## src/rtl/core/st_pkg.sv

```systemverilog
`timescale 1ns / 1ps
package st_pkg;

  localparam int MAX_KEYWORD_LEN = 10;
  localparam int NB_AW = $clog2(MAX_KEYWORD_LEN);
  localparam int KW_LW = $clog2(MAX_KEYWORD_LEN + 1);
  localparam int KW_TW = MAX_KEYWORD_LEN * 8;
  localparam int NUM_WORDS = 21;
  localparam int MAX_TOKS = 3;

  typedef enum logic [3:0] {
    M_IDLE, M_OP1, M_COMMENT, M_VAR, M_STR, M_ESC, M_INT, M_INTDOT, M_FLOAT, M_IDENT
  } mode_t;

  typedef logic [5:0] kind_t;

  localparam kind_t K_FATARROW = 6'd0;
  localparam kind_t K_EQEQ     = 6'd1;
  localparam kind_t K_NE       = 6'd2;
  localparam kind_t K_ARROW    = 6'd3;
  localparam kind_t K_SHL      = 6'd4;
  localparam kind_t K_LE       = 6'd5;
  localparam kind_t K_SHR      = 6'd6;
  localparam kind_t K_GE       = 6'd7;
  localparam kind_t K_ANDAND   = 6'd8;
  localparam kind_t K_OROR     = 6'd9;
  localparam kind_t K_LT       = 6'd10;
  localparam kind_t K_GT       = 6'd11;
  localparam kind_t K_LPAREN   = 6'd12;
  localparam kind_t K_RPAREN   = 6'd13;
  localparam kind_t K_LBRACE   = 6'd14;
  localparam kind_t K_RBRACE   = 6'd15;
  localparam kind_t K_LBRACK   = 6'd16;
  localparam kind_t K_RBRACK   = 6'd17;
  localparam kind_t K_COLON    = 6'd18;
  localparam kind_t K_COMMA    = 6'd19;
  localparam kind_t K_PLUS     = 6'd20;
  localparam kind_t K_MINUS    = 6'd21;
  localparam kind_t K_STAR     = 6'd22;
  localparam kind_t K_SLASH    = 6'd23;
  localparam kind_t K_PERCENT  = 6'd24;
  localparam kind_t K_ASSIGN   = 6'd25;
  localparam kind_t K_BANG     = 6'd26;
  localparam kind_t K_DOT      = 6'd27;
  localparam kind_t K_SEMI     = 6'd28;
  localparam kind_t K_VAR      = 6'd29;
  localparam kind_t K_STR      = 6'd30;
  localparam kind_t K_INT      = 6'd31;
  localparam kind_t K_FLOAT    = 6'd32;
  localparam kind_t K_IDENT    = 6'd33;
  localparam kind_t K_UNKNOWN  = 6'd34;
  localparam kind_t K_KW0      = 6'd35;
  localparam kind_t K_EOF      = 6'd56;

  typedef struct packed {
    logic [19:0] line;
    logic [15:0] col;
    logic [23:0] off;
  } pos_t;

  typedef struct packed {
    kind_t       kind;
    pos_t        pos;
    logic [15:0] len;
  } tok_t;

  typedef struct packed {
    mode_t       mode;
    logic [7:0]  pend;
    pos_t        cur;
    pos_t        st;
    logic [15:0] cnt;
    logic        ntl;
  } lex_t;

  localparam pos_t POS_RESET = '{line: 20'd1, col: 16'd1, off: 24'd0};
  localparam lex_t LEX_RESET = '{mode: M_IDLE, pend: 8'd0, cur: POS_RESET,
                                 st: POS_RESET, cnt: 16'd0, ntl: 1'b0};

  localparam logic [KW_LW-1:0] KW_LEN [NUM_WORDS] = '{
    KW_LW'(5), KW_LW'(8), KW_LW'(9), KW_LW'(6), KW_LW'(4), KW_LW'(4), KW_LW'(5),
    KW_LW'(2), KW_LW'(4), KW_LW'(5), KW_LW'(3), KW_LW'(7), KW_LW'(2), KW_LW'(5),
    KW_LW'(3), KW_LW'(6), KW_LW'(7), KW_LW'(9), KW_LW'(10), KW_LW'(4), KW_LW'(2)
  };

  // right-justified text: last character in the low byte
  localparam logic [KW_TW-1:0] KW_TXT [NUM_WORDS] = '{
    KW_TW'("async"), KW_TW'("function"), KW_TW'("Awaitable"), KW_TW'("return"),
    KW_TW'("echo"), KW_TW'("true"), KW_TW'("false"), KW_TW'("if"), KW_TW'("else"),
    KW_TW'("while"), KW_TW'("for"), KW_TW'("foreach"), KW_TW'("as"),
    KW_TW'("class"), KW_TW'("new"), KW_TW'("public"), KW_TW'("private"),
    KW_TW'("interface"), KW_TW'("implements"), KW_TW'("impl"), KW_TW'("__")
  };

endpackage

```

## src/rtl/core/st_lexer.sv

```systemverilog
`timescale 1ns / 1ps
module st_lexer (
  input  logic                clk,
  input  logic                rst,
  input  logic                accept,
  input  logic [7:0]          source_byte,
  input  logic                end_of_input,
  output st_pkg::tok_t [st_pkg::MAX_TOKS-1:0] toks,
  output logic [1:0]          tok_cnt
);
  import st_pkg::*;

  lex_t       s;
  lex_t       s_next;
  logic [7:0] nb [MAX_KEYWORD_LEN];
  logic       nb_we;
  logic [NB_AW-1:0] nb_addr;
  logic [7:0] nb_data;

  function automatic logic is_digit(logic [7:0] c);
    return c >= "0" && c <= "9";
  endfunction

  function automatic logic is_alpha(logic [7:0] c);
    return (c >= "a" && c <= "z") || (c >= "A" && c <= "Z");
  endfunction

  function automatic logic is_word(logic [7:0] c);
    return is_alpha(c) || is_digit(c) || c == "_";
  endfunction

  function automatic pos_t pstep(pos_t p, logic nl, logic cc);
    pos_t r;
    r = p;
    if (r.off != '1) r.off = r.off + 24'd1;
    if (nl) begin
      if (r.line != '1) r.line = r.line + 20'd1;
      r.col = 16'd1;
    end else if (cc && r.col != '1) begin
      r.col = r.col + 16'd1;
    end
    return r;
  endfunction

  function automatic lex_t take(lex_t a);
    lex_t r;
    r = a;
    r.cur = pstep(r.cur, 1'b0, 1'b1);
    if (r.cnt != '1) r.cnt = r.cnt + 16'd1;
    return r;
  endfunction

  function automatic logic [6:0] single_kind(logic [7:0] c);
    logic [6:0] k;
    unique case (c)
      "(":     k = {1'b1, K_LPAREN};
      ")":     k = {1'b1, K_RPAREN};
      "{":     k = {1'b1, K_LBRACE};
      "}":     k = {1'b1, K_RBRACE};
      "[":     k = {1'b1, K_LBRACK};
      "]":     k = {1'b1, K_RBRACK};
      ":":     k = {1'b1, K_COLON};
      ",":     k = {1'b1, K_COMMA};
      "+":     k = {1'b1, K_PLUS};
      "*":     k = {1'b1, K_STAR};
      "%":     k = {1'b1, K_PERCENT};
      ".":     k = {1'b1, K_DOT};
      ";":     k = {1'b1, K_SEMI};
      default: k = {1'b0, K_UNKNOWN};
    endcase
    return k;
  endfunction

  function automatic logic is_starter(logic [7:0] c);
    return c == "=" || c == "!" || c == "-" || c == "<" || c == ">" ||
           c == "&" || c == "|" || c == "/";
  endfunction

  function automatic logic [6:0] pair_kind(logic [7:0] p, logic [7:0] c);
    logic [6:0] k;
    priority if (p == "=" && c == ">") k = {1'b1, K_FATARROW};
    else if (p == "=" && c == "=") k = {1'b1, K_EQEQ};
    else if (p == "!" && c == "=") k = {1'b1, K_NE};
    else if (p == "-" && c == ">") k = {1'b1, K_ARROW};
    else if (p == "<" && c == "<") k = {1'b1, K_SHL};
    else if (p == "<" && c == "=") k = {1'b1, K_LE};
    else if (p == ">" && c == ">") k = {1'b1, K_SHR};
    else if (p == ">" && c == "=") k = {1'b1, K_GE};
    else if (p == "&" && c == "&") k = {1'b1, K_ANDAND};
    else if (p == "|" && c == "|") k = {1'b1, K_OROR};
    else k = {1'b0, K_UNKNOWN};
    return k;
  endfunction

  function automatic kind_t alone_kind(logic [7:0] p);
    kind_t k;
    unique case (p)
      "=":     k = K_ASSIGN;
      "!":     k = K_BANG;
      "-":     k = K_MINUS;
      "<":     k = K_LT;
      ">":     k = K_GT;
      "/":     k = K_SLASH;
      default: k = K_UNKNOWN;
    endcase
    return k;
  endfunction

  function automatic kind_t word_kind(lex_t a);
    kind_t k;
    logic  m;
    k = K_IDENT;
    if (!a.ntl && a.cnt <= 16'(MAX_KEYWORD_LEN)) begin
      for (int i = NUM_WORDS - 1; i >= 0; i--) begin
        m = (16'(KW_LEN[i]) == a.cnt);
        for (int j = 0; j < MAX_KEYWORD_LEN; j++) begin
          if (j < int'(KW_LEN[i])) begin
            if (nb[j] != KW_TXT[i][(int'(KW_LEN[i]) - 1 - j) * 8 +: 8]) m = 1'b0;
          end
        end
        if (m) k = K_KW0 + kind_t'(i);
      end
    end
    return k;
  endfunction

  function automatic lex_t idle_f(lex_t a, logic [7:0] c, output tok_t t,
                                  output logic e, output logic nbw);
    lex_t       r;
    logic [6:0] sk;
    r = a;
    e = 1'b0;
    nbw = 1'b0;
    sk = single_kind(c);
    t = '{kind: K_UNKNOWN, pos: r.cur, len: 16'd1};
    r.mode = M_IDLE;
    if (c == " " || c == 8'h09 || c == 8'h0d) begin
      r.cur = pstep(r.cur, 1'b0, 1'b1);
    end else if (c == 8'h0a) begin
      r.cur = pstep(r.cur, 1'b1, 1'b0);
    end else if (is_starter(c)) begin
      r.st = r.cur;
      r.cnt = 16'd0;
      r.pend = c;
      r.mode = M_OP1;
    end else if (sk[6]) begin
      t.kind = sk[5:0];
      e = 1'b1;
      r.cur = pstep(r.cur, 1'b0, 1'b1);
    end else begin
      r.st = r.cur;
      r.cnt = 16'd0;
      if (c == "$") begin
        r = take(r);
        r.mode = M_VAR;
      end else if (c == 8'h22) begin
        r = take(r);
        r.mode = M_STR;
      end else if (is_digit(c)) begin
        r = take(r);
        r.mode = M_INT;
      end else if (is_alpha(c) || c == "_") begin
        r.ntl = 1'b0;
        nbw = 1'b1;
        r = take(r);
        r.mode = M_IDENT;
      end else begin
        e = 1'b1;
        r.cur = pstep(r.cur, 1'b0, 1'b1);
      end
    end
    return r;
  endfunction

  always_comb begin
    lex_t       w;
    tok_t       t;
    logic       e;
    logic       nbw;
    logic [6:0] pk;
    w = s;
    t = '0;
    e = 1'b0;
    nbw = 1'b0;
    pk = pair_kind(s.pend, source_byte);
    toks = '0;
    tok_cnt = 2'd0;
    nb_we = 1'b0;
    nb_addr = '0;
    nb_data = source_byte;
    if (end_of_input) begin
      unique case (w.mode)
        M_OP1: begin
          toks[tok_cnt] = '{kind: alone_kind(w.pend), pos: w.st, len: 16'd1};
          tok_cnt = tok_cnt + 2'd1;
          w.cur = pstep(w.cur, 1'b0, 1'b1);
        end
        M_VAR, M_STR, M_ESC, M_INT, M_FLOAT, M_IDENT, M_INTDOT: begin
          priority case (w.mode)
            M_VAR:          t.kind = K_VAR;
            M_STR, M_ESC:   t.kind = K_STR;
            M_FLOAT:        t.kind = K_FLOAT;
            M_IDENT:        t.kind = word_kind(w);
            default:        t.kind = K_INT;
          endcase
          t.pos = w.st;
          t.len = w.cnt;
          toks[tok_cnt] = t;
          tok_cnt = tok_cnt + 2'd1;
          if (w.mode == M_INTDOT) begin
            w = idle_f(w, ".", t, e, nbw);
            if (e) begin
              toks[tok_cnt] = t;
              tok_cnt = tok_cnt + 2'd1;
            end
          end
        end
        default: ;
      endcase
      toks[tok_cnt] = '{kind: K_EOF, pos: w.cur, len: 16'd0};
      tok_cnt = tok_cnt + 2'd1;
      w = LEX_RESET;
    end else begin
      unique case (s.mode)
        M_OP1: begin
          if (s.pend == "/" && source_byte == "/") begin
            w.cur = pstep(pstep(w.cur, 1'b0, 1'b0), 1'b0, 1'b0);
            w.mode = M_COMMENT;
          end else if (pk[6]) begin
            toks[tok_cnt] = '{kind: pk[5:0], pos: w.st, len: 16'd2};
            tok_cnt = tok_cnt + 2'd1;
            w.cur = pstep(pstep(w.cur, 1'b0, 1'b1), 1'b0, 1'b1);
            w.mode = M_IDLE;
          end else begin
            toks[tok_cnt] = '{kind: alone_kind(w.pend), pos: w.st, len: 16'd1};
            tok_cnt = tok_cnt + 2'd1;
            w.cur = pstep(w.cur, 1'b0, 1'b1);
            w = idle_f(w, source_byte, t, e, nbw);
          end
        end
        M_COMMENT: begin
          if (source_byte == 8'h0a) w = idle_f(w, source_byte, t, e, nbw);
          else w.cur = pstep(w.cur, 1'b0, 1'b0);
        end
        M_STR: begin
          w = take(w);
          if (source_byte == 8'h22) begin
            toks[tok_cnt] = '{kind: K_STR, pos: w.st, len: w.cnt};
            tok_cnt = tok_cnt + 2'd1;
            w.mode = M_IDLE;
          end else if (source_byte == 8'h5c) begin
            w.mode = M_ESC;
          end
        end
        M_ESC: begin
          w = take(w);
          w.mode = M_STR;
        end
        M_INT: begin
          if (is_digit(source_byte)) begin
            w = take(w);
          end else if (source_byte == ".") begin
            w.mode = M_INTDOT;
          end else begin
            toks[tok_cnt] = '{kind: K_INT, pos: w.st, len: w.cnt};
            tok_cnt = tok_cnt + 2'd1;
            w = idle_f(w, source_byte, t, e, nbw);
          end
        end
        M_INTDOT: begin
          if (is_digit(source_byte)) begin
            w = take(take(w));
            w.mode = M_FLOAT;
          end else begin
            toks[tok_cnt] = '{kind: K_INT, pos: w.st, len: w.cnt};
            tok_cnt = tok_cnt + 2'd1;
            w = idle_f(w, ".", t, e, nbw);
            if (e) begin
              toks[tok_cnt] = t;
              tok_cnt = tok_cnt + 2'd1;
            end
            w = idle_f(w, source_byte, t, e, nbw);
          end
        end
        M_VAR, M_FLOAT: begin
          if (is_word(source_byte) && (s.mode == M_VAR || is_digit(source_byte))) begin
            w = take(w);
          end else begin
            toks[tok_cnt] = '{kind: (s.mode == M_VAR) ? K_VAR : K_FLOAT,
                              pos: w.st, len: w.cnt};
            tok_cnt = tok_cnt + 2'd1;
            w = idle_f(w, source_byte, t, e, nbw);
          end
        end
        M_IDENT: begin
          if (is_word(source_byte)) begin
            if (w.cnt < 16'(MAX_KEYWORD_LEN)) begin
              nb_we = 1'b1;
              nb_addr = w.cnt[NB_AW-1:0];
            end else begin
              w.ntl = 1'b1;
            end
            w = take(w);
          end else begin
            toks[tok_cnt] = '{kind: word_kind(w), pos: w.st, len: w.cnt};
            tok_cnt = tok_cnt + 2'd1;
            w = idle_f(w, source_byte, t, e, nbw);
          end
        end
        default: begin
          w = idle_f(w, source_byte, t, e, nbw);
        end
      endcase
      if (e) begin
        toks[tok_cnt] = t;
        tok_cnt = tok_cnt + 2'd1;
      end
      if (nbw) begin
        nb_we = 1'b1;
        nb_addr = '0;
      end
    end
    s_next = w;
  end

  always_ff @(posedge clk) begin
    if (rst) begin
      s <= LEX_RESET;
    end else if (accept) begin
      s <= s_next;
    end
  end

  always_ff @(posedge clk) begin
    if (accept && nb_we) begin
      nb[nb_addr] <= nb_data;
    end
  end

endmodule

```

## src/rtl/core/st_outq.sv

```systemverilog
`timescale 1ns / 1ps
module st_outq (
  input  logic                clk,
  input  logic                rst,
  input  logic                load,
  input  st_pkg::tok_t [st_pkg::MAX_TOKS-1:0] toks,
  input  logic [1:0]          tok_cnt,
  output logic                room,
  output logic                tvalid,
  input  logic                tready,
  output st_pkg::tok_t        tok,
  output logic                tlast
);
  import st_pkg::*;

  tok_t [MAX_TOKS-1:0] q;
  logic [1:0] qcnt;
  logic [1:0] qidx;

  assign tvalid = (qidx != qcnt);
  assign tlast  = (qidx + 2'd1 == qcnt);
  assign tok    = q[qidx];
  assign room   = !tvalid || (tready && tlast);

  always_ff @(posedge clk) begin
    if (rst) begin
      qcnt <= 2'd0;
      qidx <= 2'd0;
    end else if (load) begin
      qcnt <= tok_cnt;
      qidx <= 2'd0;
    end else if (tvalid && tready) begin
      qidx <= qidx + 2'd1;
    end
  end

  always_ff @(posedge clk) begin
    if (load) begin
      q <= toks;
    end
  end

endmodule

```

## src/rtl/core/source_tokenizer.sv

```systemverilog
`timescale 1ns / 1ps
// The first token of an item appears in the cycle after the item is taken.
// Throughput: one item per cycle while items give at most one token and the
// output is ready; an item's extra tokens hold the input until they drain.
// Reset: synchronous, active high; lexer returns to idle at line 1, column 1.
// The end-of-input item also returns the lexer to its reset state.
module source_tokenizer (
  input  logic        clk,
  input  logic        rst,
  input  logic        s_axis_tvalid,
  output logic        s_axis_tready,
  input  logic [7:0]  s_axis_tdata,  // [7:0] source_byte
  input  logic        s_axis_tuser,  // [0] end_of_input
  output logic        m_axis_tvalid,
  input  logic        m_axis_tready,
  // [5:0] token_kind, [25:6] start_line, [41:26] start_column,
  // [65:42] start_offset, [81:66] token_length, [87:82] zero
  output logic [87:0] m_axis_tdata,
  output logic        m_axis_tlast   // last_of_run
);
  import st_pkg::*;

  tok_t [MAX_TOKS-1:0] toks;
  logic [1:0] tok_cnt;
  logic       accept;
  tok_t       tok;

  assign accept = s_axis_tvalid && s_axis_tready;

  st_lexer u_lexer (
    .clk          (clk),
    .rst          (rst),
    .accept       (accept),
    .source_byte  (s_axis_tdata),
    .end_of_input (s_axis_tuser),
    .toks         (toks),
    .tok_cnt      (tok_cnt)
  );

  st_outq u_outq (
    .clk     (clk),
    .rst     (rst),
    .load    (accept),
    .toks    (toks),
    .tok_cnt (tok_cnt),
    .room    (s_axis_tready),
    .tvalid  (m_axis_tvalid),
    .tready  (m_axis_tready),
    .tok     (tok),
    .tlast   (m_axis_tlast)
  );

  assign m_axis_tdata = {6'd0, tok.len, tok.pos.off, tok.pos.col, tok.pos.line, tok.kind};

endmodule
```

## config.mk

```make
export PLATFORM = sky130hd
export DESIGN_NAME = source_tokenizer
export DESIGN_NICKNAME = d
export VERILOG_FILES = /design/src/rtl/core/st_pkg.sv /design/src/rtl/core/st_lexer.sv /design/src/rtl/core/st_outq.sv /design/src/rtl/core/source_tokenizer.sv
export SDC_FILE = /design/constraint.sdc
export NUM_CORES = 2
export LEC_CHECK = 0
export BUFFER_PORTS_ARGS = -buffer_cell sky130_fd_sc_hd__buf_2
export CAP_MARGIN = 25
export CORE_MARGIN = 2
export CORE_UTILIZATION = 26
export CTS_CLUSTER_SIZE = 40
export DETAILED_ROUTE_END_ITERATION = 8
export SLEW_MARGIN = 10
export SYNTH_ARGS = -nofsm -noshare
export SYNTH_HDL_FRONTEND = slang
export SYNTH_SLANG_ARGS = --single-unit
```

## constraint.sdc

```tcl
create_clock -name clk -period 12.3 [get_ports clk]
set_input_delay 1.23 -clock clk [delete_from_list [all_inputs] [get_ports clk]]
set_output_delay 1.23 -clock clk [all_outputs]
set_load 0.1 [all_outputs]
```

==> summary.txt <==
Timing
  • Final Worst Setup Slack: 6548 ps
  • RSZ-0062 raised after global routing: false
  • Tmin final: 5752 ps
  • TNS Setup: 0 ps
  • Tightest Pin Transition: 1097 ps
  • Peak Freq: 0.1739 GHz
  • Slew headroom: 26.44%
  • Final Skew: 28.97 ps
  • Setup violators final: 0
  • Max Transition Viols Final: 0
  • Fin crit share: 46.76%
  • Final hold vios: 0

Setup path
  • CP cell instances: buf_2, buf_4, nor4bb_1, and2_1, a21oi_2, o21ai_1, a41oi_1, and2_1, nand3_1, buf_4, inv_2, a21oi_2, buf_8, nor2b_1
  • CP max stage delay: 680 ps
  • Worst R2R Setup Slack: between 6000 and 7000 ps
  • Worst setup path end: u_outq.q[226]
  • CP startpoint kind: input port
  • Critical path capture point type: flip-flop
  • Crit-path max FO: 30
  • R2R Path End: u_lexer.s[82]
  • R2R depth: 14
  • Crit. Startpoint: s_axis_tdata[4]
  • Slowest CP cell: and2_1
  • WP data required: between 10000 and 15000 ps
  • CP Class: in2reg
  • R2r startpoint: u_lexer.s[77]
  • Data arrival time of the critical path: 6120 ps

Power and ir drop
  • PwrDens: 122.8 nW/um2
  • Lkg Pwr: 10.06 nW
  • Peak VDD IR: 0.00008951 V

Clock network
  • Setup bufs post-CTS: 0
  • CTS tree: done
  • Maximum root-to-sink buffer count: 3
  • Clk root buf: clkbuf_16
  • Worst skew pair latency: about 640 ps
  • CTS Hold Bufs: 0
  • CTS-repair resized insts: 0
  • CTS sink count: 449
  • Number of buffers created by CTS: 50
  • Clock transition at path regs: 60 ps
  • H-tree depth: 2

Synthesis
  • Post-synth EDFFs: approximately 300
  • Mapped Cells: about 3300
  • Post-synth top cells: nand2_1, edfxtp_1, o21ai_0
  • Post-synthesis cell area: 28760 um2
  • Area leader, netlist: edfxtp_1
  • Post-synth ARST share: 0%
  • Post-synth top area share: 30.91%
  • Area contributors post-synth: edfxtp_1, dfxtp_1, nand2_1
  • Count leader, synth: nand2_1
  • YS warnings: 0
  • Register area share after synthesis: 41.56%
  • Mean post-synth cell area: 8.675 um2
  • Seq cells post-synth: 449
  • Netlist cell types: 102
  • Main synth FF type: edfxtp_1

Finish
  • Area of the multi-input gates: 15560 um2
  • Share of cells above drive strength 1: 9.752%
  • Total Nets Final: 3288
  • Area grow syn2layout: 12.16%
  • Fillers: 11740
  • Register area: 11960 um2
  • # diodes: 0
  • Post-route insts no fill: roughly 4800

Route
  • DRC viols: 0
  • Detail Route Antenna Nets: 0
  • WL/cell: approximately 24 um
  • TritonRoute pass-1 iters: 7
  • Drt via density: ~5.8
  • Routed WL: 114100 um
  • Routed vias: 27780
  • DRT iter0 DRCs: a little under 4000

Min path
  • Hold Crit Class: reg2reg
  • HP Start: u_lexer.s[63]

Global route
  • GRT overflow: 0
  • Global-route wire length before repair: 168400 um
  • Tot GR Track Use: 19.31%
  • Antenna violations before repair: 3
  • Vias in the first global route: 25530
  • Largest net degree at the start of global routing: 79

Placed design
  • Placement Setup Slack: 6028 ps
  • DP HPWL: 76530 um
  • IO Port Bufs: 97
  • RePlAce Congestion: around 1
  • Placed cells: between 4000 and 5000

Floorplan
  • Die width: 336.6 um
  • Initial Util: 26.09%
  • Num ports: 104
  • Core Region: 110200 um2
  • Area of the die: between 100000 and 150000 um2
  • Die H: 336.6 um
  • # rows: between 100 and 150

Outcome
  • Outcome: finished clean

Run
  • Max-cap viol count: 0
==> routing by layer <==
metal  wire length [um]  vias up  track usage [%]
met3               9667      264            3.106
met5                  8        -                0
met1              49630    13570            26.86
met2              50090     1438            29.64
li1                   -    12510                -
met4               4724        2            7.941
==> state kept, by name (all words and copies together) (netlist names) <==
signal and flops:
u_outq.q 216, u_outq.qcnt 2, u_lexer.s 149, u_lexer.nb 80
u_outq.qidx 2
==> power by group <==
| part | total (mW) | internal, mW | switching, mW |
|---|---|---|---|
| logic | 0.703 | 0.121 | 0.582 |
| clock network | 1.53 | 0.864 | 0.669 |
| registers | 1.72 | 1.69 | 0.0355 |
| total | 3.96 | 2.67 | 1.29 |
==> how the worst min path moves through the flow <==
stage	cells past startpoint	slack, ps	end
6_report	2	450	u_lexer.s[63]
5_1_grt	2	470	u_lexer.s[73]
4_1_cts	2	450	u_lexer.s[61]
3_5_place_dp	2	440	u_lexer.s[63]
3_3_place_gp	2	440	u_lexer.s[68]
2_1_floorplan	2	430	u_lexer.s[59]
==> per-stage QoR <==
| stage | total power [mW] | hold slack [ps] | area, um2 | util [%] |
|---|---|---|---|---|
| floorplan | 2.270 | 431.6 | 28780 | - |
| global placement | 2.446 | 437.1 | 30570 | 27.73 |
| detailed placement | 2.450 | 443.0 | 30590 | 27.76 |
| CTS | 3.976 | 451.0 | 32230 | 29.24 |
| global route | 4.067 | 468.0 | 32260 | 29.27 |
| finish | 3.960 | 447.4 | 32260 | 29.27 |
==> placed cells by master, fill, tap and decap left out, types with 33 or more instances in the layout <==
master     netlist  layout
a211oi_1        33      33
a21oi_1        212     211
a221o_1         48      48
a22o_1          45      45
a22oi_1         43      43
a31oi_1         35      33
and2_1          64      64
and3_1          43      43
buf_2           26      99
buf_4           12      67
clkbuf_16        0      51
dfxtp_1        153     151
edfxtp_1       296     296
inv_1           46      45
mux2i_1         86      86
nand2_1        391     391
nand3_1        157     156
nand4_1         46      46
nor2_1         235     231
nor2b_1         34      33
nor3_1          81      80
nor4_1          50      50
o21ai_0        262     261
o22ai_1         54      54
xnor2_1         53      53
==> cells by family (layout without fill, tap and decap cells) <==
family | after synthesis | in the layout | share of synthesized area, %
xor gates and xnor gates | 71 | 71 | 2.162
DFF | 449 | 449 | 41.56
AOI/OAI and AO/OA | 1026 | 1026 | 23.95
muxes | 91 | 91 | 3.189
buffers and inverters | 332 | 314 | 4.664
adders and majority gates | 14 | 14 | 0.6004
and+or+nand+nor | 1331 | 1331 | 23.87
other | 1 | 6 | 0.01304
==> worst max-delay path: cells and delay by family <==
kind / cells / cell delay [ps]
buffers and inverters: 5 / 1480
AOI/OAI and AO/OA: 4 / 1620
and+or+nand+nor: 5 / 1770
==> layout make-up <==
| class | count | share of cell area [%] |
|---|---|---|
| inverter | 53 | 0.6400 |
| multi-input combinational | 2539 | 48.23 |
| timing repair buffer | 169 | 3.212 |
| clock buffer | 59 | 4.143 |
| sequential | 449 | 37.07 |
| tap | 1488 | 5.772 |
| clock inverter | 33 | 0.9387 |
Note: power is estimated with default switching activity, not from simulation.
